$ cat config.mk
export PLATFORM = sky130hd
export DESIGN_NAME = erm_front
export DESIGN_NICKNAME = d
export VERILOG_FILES = /design/src/sv/erm_pkg.sv /design/src/sv/erm_front.sv
export SDC_FILE = /design/constraint.sdc
export NUM_CORES = 1
export LEC_CHECK = 0
export BUFFER_PORTS_ARGS = -buffer_cell sky130_fd_sc_hd__buf_2
export CORE_MARGIN = 1
export CORE_UTILIZATION = 41
export CTS_CLUSTER_DIAMETER = 200
export CTS_CLUSTER_SIZE = 14
export DETAILED_ROUTE_END_ITERATION = 8
export PLACE_DENSITY = 0.88
export RECOVER_POWER = 50
export SLEW_MARGIN = 10
export SYNTH_ARGS = -nofsm -noshare
export SYNTH_HDL_FRONTEND = slang
export SYNTH_SLANG_ARGS = --single-unit
export TNS_END_PERCENT = 10
$ cat constraint.sdc
create_clock -name clk -period 2.7 [get_ports clk]
set_input_delay 0.405 -clock clk [delete_from_list [all_inputs] [get_ports clk]]
set_output_delay 0.405 -clock clk [all_outputs]
set_load 0.02 [all_outputs]
$ cat src/sv/erm_pkg.sv
// shared types, constants and helpers for the expert residency manager
`default_nettype none
package erm_pkg;
	localparam int LAYERS   = 32;
	localparam int EXPERTS  = 64;
	localparam int LW       = $clog2(LAYERS);
	localparam int EW       = $clog2(EXPERTS);
	localparam int AW       = LW + EW;
	localparam int DEPTH    = LAYERS * EXPERTS;
	localparam int SCORE_W  = 32;
	localparam int CNT_W    = 16;
	localparam int SLOT_W   = 7;
	localparam int TOT_W    = 48;
	localparam int TICK_W   = 20;

	localparam logic [SLOT_W-1:0] NOT_RES = 7'h40;
	localparam logic [TOT_W-1:0]  SAT48   = {TOT_W{1'b1}};

	localparam logic [1:0] KIND_ACCESS = 2'd0;
	localparam logic [1:0] KIND_TICK   = 2'd1;
	localparam logic [1:0] KIND_REPORT = 2'd2;

	localparam logic FUNC_ACCESS = 1'b0;
	localparam logic FUNC_TICK   = 1'b1;

	localparam logic [2:0] REG_NUM_EXPERTS  = 3'd0;
	localparam logic [2:0] REG_NUM_RESIDENT = 3'd1;
	localparam logic [2:0] REG_NUM_LAYERS   = 3'd2;
	localparam logic [2:0] REG_DECAY        = 3'd3;
	localparam logic [2:0] REG_HYSTERESIS   = 3'd4;
	localparam logic [2:0] REG_PERIOD       = 3'd5;

	// effective configuration as seen by the datapath
	typedef struct packed {
		logic [6:0]         ne;
		logic [5:0]         nr;
		logic [5:0]         nl;
		logic [15:0]        decay;
		logic [31:0]        hyst;
		logic [TICK_W-1:0]  period;
	} cfg_t;

	typedef struct packed {
		logic          func;
		logic          acc;
		logic [LW-1:0] layer;
		logic [EW-1:0] expert;
	} cmd_t;

	typedef struct packed {
		logic [1:0]       kind;
		logic             accepted;
		logic             resident;
		logic [5:0]       slot;
		logic [4:0]       report_layer;
		logic             promoted;
		logic [5:0]       promoted_expert;
		logic [5:0]       evicted_expert;
		logic             last;
		logic [TOT_W-1:0] hit_total;
		logic [TOT_W-1:0] miss_total;
		logic [TOT_W-1:0] promotion_total;
	} res_t;

	function automatic logic [TOT_W-1:0] sat_inc48(input logic [TOT_W-1:0] v);
		return (v == SAT48) ? v : v + 1'b1;
	endfunction
endpackage
`default_nettype wire

$ cat src/sv/erm_front.sv
// front end: accepts items, classifies accesses and queues commands
`default_nettype none
module erm_front (
	input  wire logic               clk,
	input  wire logic               arst_n,
	input  wire erm_pkg::cfg_t      cfg,
	input  wire logic               hold,
	input  wire logic               push,
	output logic                    full,
	input  wire logic               func,
	input  wire logic [5:0]         layer,
	input  wire logic [5:0]         expert,
	output logic                    cmd_valid,
	output erm_pkg::cmd_t           cmd,
	input  wire logic               cmd_pop
);
	import erm_pkg::*;

	cmd_t       q_q [2];
	logic       wp_q, rp_q;
	logic [1:0] cnt_q;
	logic       take;
	cmd_t       c_new;

	assign full      = (cnt_q == 2'd2) || hold;
	assign take      = push && !full;
	assign cmd_valid = (cnt_q != 2'd0);
	assign cmd       = q_q[rp_q];

	always_comb begin
		c_new.func   = func;
		c_new.acc    = (layer < cfg.nl) && ({1'b0, expert} < cfg.ne);
		c_new.layer  = layer[LW-1:0];
		c_new.expert = expert;
	end

	always_ff @(posedge clk) begin
		if (take) begin
			q_q[wp_q] <= c_new;
		end
	end

	always_ff @(posedge clk or negedge arst_n) begin
		if (!arst_n) begin
			wp_q  <= 1'b0;
			rp_q  <= 1'b0;
			cnt_q <= 2'd0;
		end else begin
			if (take) begin
				wp_q <= ~wp_q;
			end
			if (cmd_pop) begin
				rp_q <= ~rp_q;
			end
			cnt_q <= cnt_q + {1'b0, take} - {1'b0, cmd_pop};
		end
	end
endmodule
`default_nettype wire

# After elaboration in Yosys (flattened, before gate mapping)
# Memories as Yosys holds them, arrays and structs flattened.
# Index checks and enable logic that the tools add are counted.
[word_totals]
mem_count = 1
elab_cells = 18
ramBits = 26
input_bits = 105
register_bits = 4
out_inout_bits = 15
[mem_list]
columns = ["name", "depth", "width", "rd", "rd_ports_with_merged_regs", "write_ports", "line", "text"]
rows = [
  ["q_q", 2, 13, 1, 0, 1, "erm_front.sv:19", "cmd_t q_q [2];"],
]
[classes]
n_lt_le_gt_ge = 2
reduce_logical = 5
n_bitwise = 2
muxes = 2
add_sub_neg = 2
n_eq_ne = 1
[ops]
columns = ["operator", "count"]
rows = [
  ["< comparator 6 x 7 -> 1 bit", 1],
  ["< comparator 6 bit", 1],
  ["adder 2 x 1 -> 2 bit", 1],
  ["equality test 2 bit, second input constant", 1],
  ["logical AND 1 bit", 2],
  ["two-way mux 1 bit", 2],
  ["NOT 1 bit", 2],
  ["nonzero test 2 bit", 1],
  ["subtractor 2 x 1 -> 2 bit", 1],
  ["zero test 1 bit", 1],
  ["logical OR 1 bit", 1],
]

# Depth between registers and ports, before layout
[depth]
ltp_word = 6
mapped_depth = 8
depth_no_buf = 8

# Least setup slack after synthesis
# No wires, ideal clock.
[synth_path]
path_kind = "input -> register"
from = "input hold"
to = "memory q_q[0][0] (netlist name), enable pin"
cell_stages = 3
required_ns = 2.318
arrival_ns = 1.278
setup_slack_ns = 1.040
setup_time_ns = 0.382
path_buffers = 0
path_cell_list = "a21oi_1 nand2_1 nor2_1"
[synth_via]
elab_chain_cells = 5
[synth_lines]
columns = ["element", "line", "text"]
rows = [
  ["start, declared", "erm_front.sv:7", "input wire logic hold,"],
  ["logical OR 1 bit", "erm_front.sv:25", "assign full = (cnt_q == 2'd2) || hold;"],
  ["zero test 1 bit", "erm_front.sv:26", "assign take = push && !full;"],
  ["logical AND 1 bit", "erm_front.sv:26", ""],
  ["two-way mux 1 bit", "erm_front.sv:38", "if (take) begin"],
  ["two-way mux 1 bit (not written as such)", "erm_front.sv:39", "q_q[wp_q] <= c_new;"],
  ["end, declared", "erm_front.sv:19", ""],
]
# No other way between the ends.

==> impl_metrics.ini <==
[synthesis]
netlist_instances = 95
synth_top_area_share_pct = 55.9
synthArstFlopShare_pct = 13.3
avgSynthCellArea_sq_um = 14.7
yosysUniqueCellTypes = 21
ys_warn_count = 0
synth_fp_nets = 212
ys_ff_latch = 30
ys_seq_area_share_pct = 63.1
synthFlopType = edfxtp_1
syn_area_sq_um = 1400
synth_edf_count = 26
synth_most_common_cell = edfxtp_1
synth.top_cells.by_area = edfxtp_1 56%, ha_1 11%, mux2_2 10%
synth_area_leader_cell = edfxtp_1
synth_common_cells = 26 x edfxtp_1, 14 x inv_1, 13 x mux2_2

[timing]
setup_tns_ns = 0
fin_worst_skew_ns = 0.00814
fmax_mhz = 490
rsz0062_at_grt = no
final.min_clock_period_ns = 2.04
maxSlewViolCount = 0
tightest_slew_ns = 0.767
setup_viol = 0
finalCritPeriodShare_pct = 75.7
slew_headroom_pct = 48.9
setup_ws_ns = 0.657
final_hold_viol_count = 0

[worst_setup_path]
timing.rr.start = cnt_q[0]
rr_worst_depth = 5
cp-end-kind = output pin
r2r-end = q_q[0][2]
crit_path_start_kind = flop
worst-setup-path-type = reg -> out
cp.arrival_ns = 1.64
required_ns = 2.30
critPathCapture = cmd[3]
startpoint = rp_q
r2r_setup_slack_ns = 0.83
worstPathMaxFanout = 14

[place]
place_inst = 184
hpwl_mm = 1.98
pre_cts_slack_ns = 0.897
place.gp.congestion = 0.680
port_buffers = 45

[final_layout]
diodes = 0
drive_gt1_share_pct = 36.2
instances_no_fill = 193
syn2layout_area_growth_pct = 23.4
finalNetCount = 265
fillers = 290

[global_route]
grt_start_max_net_pins = 15
grt_overflow = 0
grt_usage_pct = 15.5
antenna_found_initial = 0
first_global_vias = 934
grt_pass1_wl_mm = 3.94

[clock_tree]
cts_tree = done
clk_path_buf_depth = 2
htreeDepth = 2
cts_buffers = 5
clkLatencyLatePin_ns = 0.32
hold_buffers = 1
postCtsSetupBuffers = 0
clkTransAtPathRegs_ns = 0.09
cts_sinks = 30
cts-root-buf = clkbuf_4
cts.repair.resized = 0

[pwr]
powerDensity_nw_per_um2 = 797
intPower_mw = 0.922
seqPwrFrac_pct = 48.4
p_leak_nw = 0.728
power_mw = 1.37
p_switching_mw = 0.451
p_clk_share_pct = 19.2
combPwrFrac_pct = 32.4
sw_frac_of_total_pct = 32.8
peakVddDrop_v = 0.000278

[floorplanning]
core_sq_um = 3150
die_area_sq_um = 3640
initial_core_util_pct = 44.3
die_w_microns = 60.4
io_pins = 120
fp-row-count = 20
dieHeight_microns = 60.4

[run]
drv_cap = 0

[min_path]
hp-class = in -> reg

[detailed_routing]
via_count = 930
drt_iter0_drc = 29
finalWirelength_mm = 2.58
wl_per_cell_microns = 13.3
ant_nets = 0
dr.pass1.iters = 3
drc = 0
via_per_inst = 4.82

[outcome]
outcome = complete, no violations
==> power groups by stage <==
stage               clock network (mW)  logic [mW]  registers [mW]
floorplan                            0       0.349           0.634
global placement                     0       0.438           0.665
detailed placement                   0       0.451           0.676
CTS                              0.279       0.456           0.665
global route                     0.299       0.484           0.675
finish                           0.264       0.445           0.664
==> how the worst min path moves through the flow <==
stage	start	to	slack [ns]	depth (start not counted)
2_1_floorplan	arst_n	cnt_q[0]	0.11	0
3_3_place_gp	arst_n	rp_q	0.21	1
3_5_place_dp	arst_n	cnt_q[0]	0.22	1
4_1_cts	func	q_q[1][12]	0.25	1
5_1_grt	cmd_pop	rp_q	0.26	2
6_report	cmd_pop	rp_q	0.29	2
==> metrics by stage <==
stage,utilization (%),hold WS [ns],instance area (sq um)
6_report,54.6,0.286,1720
5_1_grt,54.6,0.256,1720
4_1_cts,55.3,0.247,1740
3_5_place_dp,53.1,0.216,1670
3_3_place_gp,53.1,0.209,1670
2_1_floorplan,-,0.109,1400
==> final cells by class <==
class	instances	area (sq um)	area share (%)
clock buffer	7	55.1	3.20
timing repair buffer	47	223	12.9
multi-input combinational	50	452	26.2
tap	44	55.1	3.20
clock inverter	1	5.00	0.290
sequential	30	881	51.1
inverter	14	52.6	3.05
==> cell usage in the layout (no fill, tap or decap), drive strengths merged <==
master        n
a21oi         7
and3          1
buf          32
clkbuf       21
clkinv        1
dfrtp         4
dlygate4sd3   1
edfxtp       26
ha           12
inv          14
mux2         13
nand2         3
nand2b        2
nand3         1
nand4b        1
nor2          1
nor3          1
nor3b         1
nor4          1
o221ai        1
or2           1
xnor2         3
xor2          1
==> state kept, by name, summed over array words and instances, names as in the netlist <==
name and count:
rp_q 1, wp_q 1, q_q 26, cnt_q 2
==> per-layer routing <==
metal  global-route usage, %  share of wire (%)  vias to the layer above
met4                    5.98                1.2                        0
met3                    7.04                9.5                        4
met5                       0                  0                        -
met2                    27.2                 48                       44
met1                    16.3                 41                      431
li1                        -                  -                      451
==> cells by family (layout without fill, tap and decap cells) <==
kind of cell    count (synthesis)  after routing  share of synthesized area, %
mux                            13             13                          10.5
fa+ha+maj                      12             12                          10.8
buf+inv                        15             69                          4.57
simple gates                   13             13                          5.20
compound gates                  8              8                          3.41
xor+xnor                        4              4                          2.51
flops                          30             30                          63.1
==> critical path, stage by stage (launching register included) <==
cell	delay, ns
dfrtp_1	0.74
mux2_2	0.41
buf_2	0.16
Power figures use the tool's default switching activity.
