File: config.mk
export PLATFORM = sky130hd
export DESIGN_NAME = erm_outq
export DESIGN_NICKNAME = d
export VERILOG_FILES = /design/src/sv/erm_pkg.sv /design/src/sv/erm_outq.sv
export SDC_FILE = /design/constraint.sdc
export NUM_CORES = 1
export LEC_CHECK = 0
export BUFFER_PORTS_ARGS = -buffer_cell sky130_fd_sc_hd__buf_2
export CAP_MARGIN = 20
export CORE_MARGIN = 5
export CORE_UTILIZATION = 43
export DETAILED_ROUTE_END_ITERATION = 8
export GPL_ROUTABILITY_DRIVEN = 0
export PLACE_DENSITY = 0.7
export SLEW_MARGIN = 25
export SYNTH_ARGS = -nofsm -noshare
export SYNTH_HDL_FRONTEND = slang
export SYNTH_SLANG_ARGS = --single-unit
File: constraint.sdc
create_clock -name clk -period 19.14 [get_ports clk]
set_input_delay 1.914 -clock clk [delete_from_list [all_inputs] [get_ports clk]]
set_output_delay 1.914 -clock clk [all_outputs]
set_load 0.01 [all_outputs]
File: src/sv/erm_pkg.sv
// shared types, constants and helpers for the expert residency manager
`default_nettype none
package erm_pkg;
	localparam int LAYERS   = 32;
	localparam int EXPERTS  = 64;
	localparam int LW       = $clog2(LAYERS);
	localparam int EW       = $clog2(EXPERTS);
	localparam int AW       = LW + EW;
	localparam int DEPTH    = LAYERS * EXPERTS;
	localparam int SCORE_W  = 32;
	localparam int CNT_W    = 16;
	localparam int SLOT_W   = 7;
	localparam int TOT_W    = 48;
	localparam int TICK_W   = 20;

	localparam logic [SLOT_W-1:0] NOT_RES = 7'h40;
	localparam logic [TOT_W-1:0]  SAT48   = {TOT_W{1'b1}};

	localparam logic [1:0] KIND_ACCESS = 2'd0;
	localparam logic [1:0] KIND_TICK   = 2'd1;
	localparam logic [1:0] KIND_REPORT = 2'd2;

	localparam logic FUNC_ACCESS = 1'b0;
	localparam logic FUNC_TICK   = 1'b1;

	localparam logic [2:0] REG_NUM_EXPERTS  = 3'd0;
	localparam logic [2:0] REG_NUM_RESIDENT = 3'd1;
	localparam logic [2:0] REG_NUM_LAYERS   = 3'd2;
	localparam logic [2:0] REG_DECAY        = 3'd3;
	localparam logic [2:0] REG_HYSTERESIS   = 3'd4;
	localparam logic [2:0] REG_PERIOD       = 3'd5;

	// effective configuration as seen by the datapath
	typedef struct packed {
		logic [6:0]         ne;
		logic [5:0]         nr;
		logic [5:0]         nl;
		logic [15:0]        decay;
		logic [31:0]        hyst;
		logic [TICK_W-1:0]  period;
	} cfg_t;

	typedef struct packed {
		logic          func;
		logic          acc;
		logic [LW-1:0] layer;
		logic [EW-1:0] expert;
	} cmd_t;

	typedef struct packed {
		logic [1:0]       kind;
		logic             accepted;
		logic             resident;
		logic [5:0]       slot;
		logic [4:0]       report_layer;
		logic             promoted;
		logic [5:0]       promoted_expert;
		logic [5:0]       evicted_expert;
		logic             last;
		logic [TOT_W-1:0] hit_total;
		logic [TOT_W-1:0] miss_total;
		logic [TOT_W-1:0] promotion_total;
	} res_t;

	function automatic logic [TOT_W-1:0] sat_inc48(input logic [TOT_W-1:0] v);
		return (v == SAT48) ? v : v + 1'b1;
	endfunction
endpackage
`default_nettype wire

File: src/sv/erm_outq.sv
// two-entry result queue between the back end and the result ports
`default_nettype none
module erm_outq (
	input  wire logic          clk,
	input  wire logic          arst_n,
	input  wire logic          wr,
	input  wire erm_pkg::res_t wdata,
	output logic               full,
	output logic               empty,
	input  wire logic          pop,
	output erm_pkg::res_t      rdata
);
	import erm_pkg::*;

	res_t       q_q [2];
	logic       wp_q, rp_q;
	logic [1:0] cnt_q;
	logic       rd;

	assign full  = (cnt_q == 2'd2);
	assign empty = (cnt_q == 2'd0);
	assign rd    = pop && !empty;
	assign rdata = q_q[rp_q];

	always_ff @(posedge clk) begin
		if (wr) begin
			q_q[wp_q] <= wdata;
		end
	end

	always_ff @(posedge clk or negedge arst_n) begin
		if (!arst_n) begin
			wp_q  <= 1'b0;
			rp_q  <= 1'b0;
			cnt_q <= 2'd0;
		end else begin
			if (wr) begin
				wp_q <= ~wp_q;
			end
			if (rd) begin
				rp_q <= ~rp_q;
			end
			cnt_q <= cnt_q + {1'b0, wr} - {1'b0, rd};
		end
	end
endmodule
`default_nettype wire

# Yosys cells after proc, flatten, opt, wreduce, memory -nomap -nowiden

Memories as Yosys holds them, arrays and structs flattened.
Index checks and enable logic that the tools add are counted.

Register bits: 4
RAM bits: 346
Input port bits: 177
Output and inout port bits: 175
Word-level logic and storage cells: 14
Memories kept: 1

Memories:

| name | words | width | rd ports | clocked after memory_dff | write ports | RTL line       | RTL |
|---|---|---|---|---|---|---|---|
| q_q  | 2     | 173   | 1        | 0                        | 1           | erm_outq.sv:15 | `res_t q_q [2];` |

Add/sub/neg operators: 2
Equal/unequal tests: 1
Mux-type cells: 2
Bitwise logic cells: 2
Reduce and logical (&&, ||, !) cells: 3

Operators by type and width:

| kind                                        | number |
|---|---|
| 2-bit by 1-bit adder with 2-bit output      | 1 |
| 2-bit == test, second input constant        | 1 |
| 2-bit zero test                             | 1 |
| 1-bit two-way mux                           | 2 |
| 1-bit inverter                              | 2 |
| 2-bit by 1-bit subtractor with 2-bit output | 1 |
| 1-bit logical AND                           | 1 |
| 1-bit zero test                             | 1 |

# Logic depth before layout (Yosys ltp)

Word-level depth: 4
Mapped depth: 6

# Worst setup path after synthesis

Ideal clock, no wire load.

Path kind: input-to-reg
From: input wr
To: memory q_q[0][0] in the netlist's numbering, enable pin
Library setup time: 0.729 ns
Data arrival time: 9.384 ns
Data required time: 18.411 ns
Slack: 9.027 ns
Stages on the path: 1
Path through: nor2b_1

Longest elaborated chain between the ends: 2

Ends and longest elaborated chain:

| element                                 | RTL line       | RTL |
|---|---|---|
| start: declaration                      | erm_outq.sv:6  | `input wire logic wr,` |
| 1-bit two-way mux                       | erm_outq.sv:26 | `if (wr) begin` |
| 1-bit two-way mux (not written as such) | erm_outq.sv:27 | `q_q[wp_q] <= wdata;` |
| end: declaration                        | erm_outq.sv:15 |  |

Every way passes these cells.

==> reports/qor.json <==
{
  "cts.path.max_buffers": {"value": 3},
  "totalPowerFinal": {"value": 2360, "unit": "uW"},
  "cts_setup_buffers": {"value": 0},
  "critical-path-max-stage-delay": {"value": 820, "unit": "ps"},
  "synth.avg_cell_area": {"value": 23.0, "unit": "sq um"},
  "critical_path_peak_fanout": {"value": 75},
  "postLayoutCoreUtil": {"value": 0.541},
  "post_placement_cell_count": {"value": 1282},
  "top_ff_cell_synth": {"value": "sky130_fd_sc_hd__edfxtp_1"},
  "synth_async_sr_flop_share": {"value": 0.0114},
  "cp-start-kind": {"value": "register"},
  "critical_path_class": {"value": "reg -> out"},
  "cts.reportedPaths.clkPinSlew": {"value": 60, "unit": "ps"},
  "critPathRequiredTime": {"value": 17230, "unit": "ps"},
  "via_to_cell_ratio": {"value": 4.75},
  "final_period_minus_worst_setup_slack": {"value": 4620, "unit": "ps"},
  "reg2reg_slack": {"value": 16790, "unit": "ps"},
  "post_cts_resize_count": {"value": 0},
  "synth.cell_area": {"value": 12700, "unit": "sq um"},
  "crit_path_max_delay_family": {"value": "buffers and inverters"},
  "cts_tree": {"value": "yes"},
  "report.final.slew_viol_count": {"value": 0},
  "total_length_of_routed_wires": {"value": 25.1, "unit": "mm"},
  "boundaryPins": {"value": 352},
  "crit_path_top_delay_cell": {"value": "sky130_fd_sc_hd__buf_4"},
  "worstHoldStart": {"value": "wp_q$_DFFE_PN0P_"},
  "dieArea": {"value": 33200, "unit": "sq um"},
  "power.density": {"value": 148, "unit": "nW/um^2"},
  "syn2layout_area_growth": {"value": 25.2, "unit": "%"},
  "synth-edff-count": {"value": 346},
  "number_of_buffers_added_on_ports": {"value": 351},
  "combinationalPowerShare": {"value": 0.272},
  "timing.final.crit_share": {"value": 0.241},
  "rsz0062_at_grt": {"value": "false"},
  "insertion_delay": {"value": 500, "unit": "ps"},
  "hold_viol": {"value": 0},
  "first_global_vias": {"value": 6957},
  "post_route_cells_drive_above_1_share": {"value": 0.609},
  "synth_top_area_share": {"value": 0.815},
  "via_count": {"value": 6399},
  "synth.most_common_cell": {"value": "sky130_fd_sc_hd__edfxtp_1"},
  "setup-tns-final": {"value": 0, "unit": "ps"},
  "hold-path-cell-count": {"value": 1},
  "ant_nets": {"value": 0},
  "internal_power": {"value": 1700, "unit": "uW"},
  "place_hpwl": {"value": 16.4, "unit": "mm"},
  "nets": {"value": 1109},
  "placementRows": {"value": 63},
  "yosys.area.top_type": {"value": "sky130_fd_sc_hd__edfxtp_1"},
  "netSwitchingPower": {"value": 656, "unit": "uW"},
  "synth-seq-cells": {"value": 350},
  "vdd_drop_max": {"value": 140, "unit": "uV"},
  "fraction_of_the_yosys_area_taken_by_sequential_cells": {"value": 0.823},
  "core_region_area": {"value": 29500, "unit": "sq um"},
  "synth.top_cells.by_count": {"value": "346 x sky130_fd_sc_hd__edfxtp_1, 173 x sky130_fd_sc_hd__mux2_2, 18 x sky130_fd_sc_hd__buf_6"},
  "power.share.sequential": {"value": 0.451},
  "grt_use_met1": {"value": 0.164},
  "cts.htree.levels": {"value": 2},
  "ys.warnings.count": {"value": 0},
  "clock-skew-final": {"value": 10.2, "unit": "ps"},
  "detail_route.iter0.violations": {"value": 304},
  "reg2reg_depth": {"value": 2},
  "globalRoute.totalOverflow": {"value": 0},
  "initial_antenna_violation_count": {"value": 7},
  "grt-busiest-layer": {"value": "met2"},
  "clock_sink_count": {"value": 350},
  "worst_setup_path_end_kind": {"value": "output pin"},
  "max_slew.worst_pin.slew": {"value": 1060, "unit": "ps"},
  "die-height": {"value": 182, "unit": "microns"},
  "post_synth_main_area_contributors": {"value": "sky130_fd_sc_hd__edfxtp_1 82%, sky130_fd_sc_hd__mux2_2 15%, sky130_fd_sc_hd__buf_6 1.6%, sky130_fd_sc_hd__dfrtp_1 0.79%, sky130_fd_sc_hd__ha_1 0.20%"},
  "die-width": {"value": 182, "unit": "microns"},
  "detail_route.first_pass.iterations": {"value": 4},
  "grt_max_degree": {"value": 174},
  "synth_cell_type_count": {"value": 13},
  "p_leak": {"value": 0.00598, "unit": "uW"},
  "worst_slew_margin_rel": {"value": 0.292},
  "drv_cap": {"value": 0},
  "grt_util_met2": {"value": 0.252},
  "switching_share": {"value": 0.278},
  "hold-path-endpoint": {"value": "wp_q$_DFFE_PN0P_"},
  "synth_nets": {"value": 734},
  "setup_viol": {"value": 0},
  "crit_chain": {"value": "buf_4 > mux2_2 > buf_2"},
  "gr_met3_demand_resource": {"value": 0.0514},
  "clock.fmax": {"value": 0.216, "unit": "GHz"},
  "cts-hold-fix-buffers": {"value": 0},
  "post_synth_inst_count": {"value": 555},
  "crit_buf_inv": {"value": 2},
  "cts-buffers-inserted": {"value": 36},
  "drt-wirelength-per-cell": {"value": 18.6, "unit": "microns"},
  "critPathArrivalTime": {"value": 2710, "unit": "ps"},
  "clkPwrFrac": {"value": 0.277},
  "run_status": {"value": "finished clean"},
  "worst_hold_path_type": {"value": "reg -> reg"},
  "grt_first_pass_wirelength": {"value": 37.8, "unit": "mm"},
  "critical_path.reg2reg.endpoint": {"value": "q_q[1][48]$_DFFE_PP_"},
  "clockRootBuffer": {"value": "sky130_fd_sc_hd__clkbuf_16"},
  "grt.total_usage": {"value": 0.145},
  "start_util": {"value": 0.432},
  "regToRegStartpoint": {"value": "wp_q$_DFFE_PN0P_"},
  "finish.cell_count_without_fillers": {"value": 1346},
  "drcViolationCount": {"value": 0}
}
## power groups by stage
| stage | Clock [uW] | Combinational [uW] | Sequential (uW) |
|---|---|---|---|
| 2_1_floorplan | 0 | 447 | 1090 |
| 3_3_place_gp | 0 | 652 | 1070 |
| 3_5_place_dp | 0 | 652 | 1080 |
| 4_1_cts | 675 | 656 | 1070 |
| 5_1_grt | 710 | 692 | 1080 |
| 6_report | 654 | 641 | 1060 |
## worst max-delay path by stage
stage / from / to / slack [ps] / depth (start not counted)
global placement: rp_q$_DFFE_PN0P_ / rdata[148] / 15000 / 3
floorplan: wr / q_q[0][0]$_DFFE_PP_ / 9030 / 1
finish: rp_q$_DFFE_PN0P_ / rdata[148] / 14520 / 3
CTS: rp_q$_DFFE_PN0P_ / rdata[148] / 14470 / 3
detailed placement: rp_q$_DFFE_PN0P_ / rdata[148] / 15010 / 3
global route: rp_q$_DFFE_PN0P_ / rdata[160] / 14370 / 3
## cell type report
type	instances	area [sq um]
diodes	6	15.0
clock buffers	42	945
clock inverters	16	150
fillers	2390	13500
inverters	2	7.51
multi-input cells	184	2050
flip-flops and latches	350	10500
well taps	390	488
repair buffers	356	1810
## routing by layer
| layer | vias up | part of all wire |
|---|---|---|
| li1 | 2966 | - |
| met1 | 3111 | 0.37 |
| met2 | 261 | 0.51 |
| met3 | 59 | 0.091 |
| met4 | 2 | 0.030 |
| met5 | - | 0.00052 |
## per-stage QoR
step	instance area, sq um	hold slack, ps	setup WS (ps)
after global placement	14800	529	15000
after detailed placement	14800	540	15010
after floorplan	12700	455	9030
after CTS	15900	574	14470
final	16000	568	14520
after global routing	16000	581	14370
## placed cells by master, fill, tap and decap left out, drive strengths merged
cell type | netlist | final
and2 | 1 | 1
buf | 19 | 356
bufinv | 0 | 3
clkbuf | 0 | 42
clkinv | 0 | 12
clkinvlp | 0 | 1
dfrtp | 4 | 4
diode | 0 | 6
edfxtp | 346 | 346
ha | 2 | 2
inv | 2 | 2
mux2 | 173 | 173
nor2 | 1 | 1
nor2b | 2 | 2
o21a | 1 | 1
xnor2 | 2 | 2
xor2 | 2 | 2
## worst reg2reg max path, stage by stage (launching register included)
cell and delay [ps]:
sky130_fd_sc_hd__dfrtp_1 420, sky130_fd_sc_hd__and2_4 590, sky130_fd_sc_hd__buf_4 850
## registers in the layout, indices dropped and copies added, names as in the netlist
| name | cells |
|---|---|
| wp_q | 1 |
| cnt_q | 2 |
| q_q | 346 |
| rp_q | 1 |
## cell families (layout without fill, tap and decap cells)
family | Yosys count | in the layout | synth area share
DFF | 350 | 350 | 0.823
adders and majority gates | 2 | 2 | 0.00196
other | 0 | 6 | 0
muxes | 173 | 173 | 0.153
and+or+nand+nor | 4 | 4 | 0.00177
xor gates and xnor gates | 4 | 4 | 0.00275
AOI/OAI and AO/OA | 1 | 1 | 0.000589
buffers and inverters | 21 | 416 | 0.0169
(Power assumes the default switching activity.)
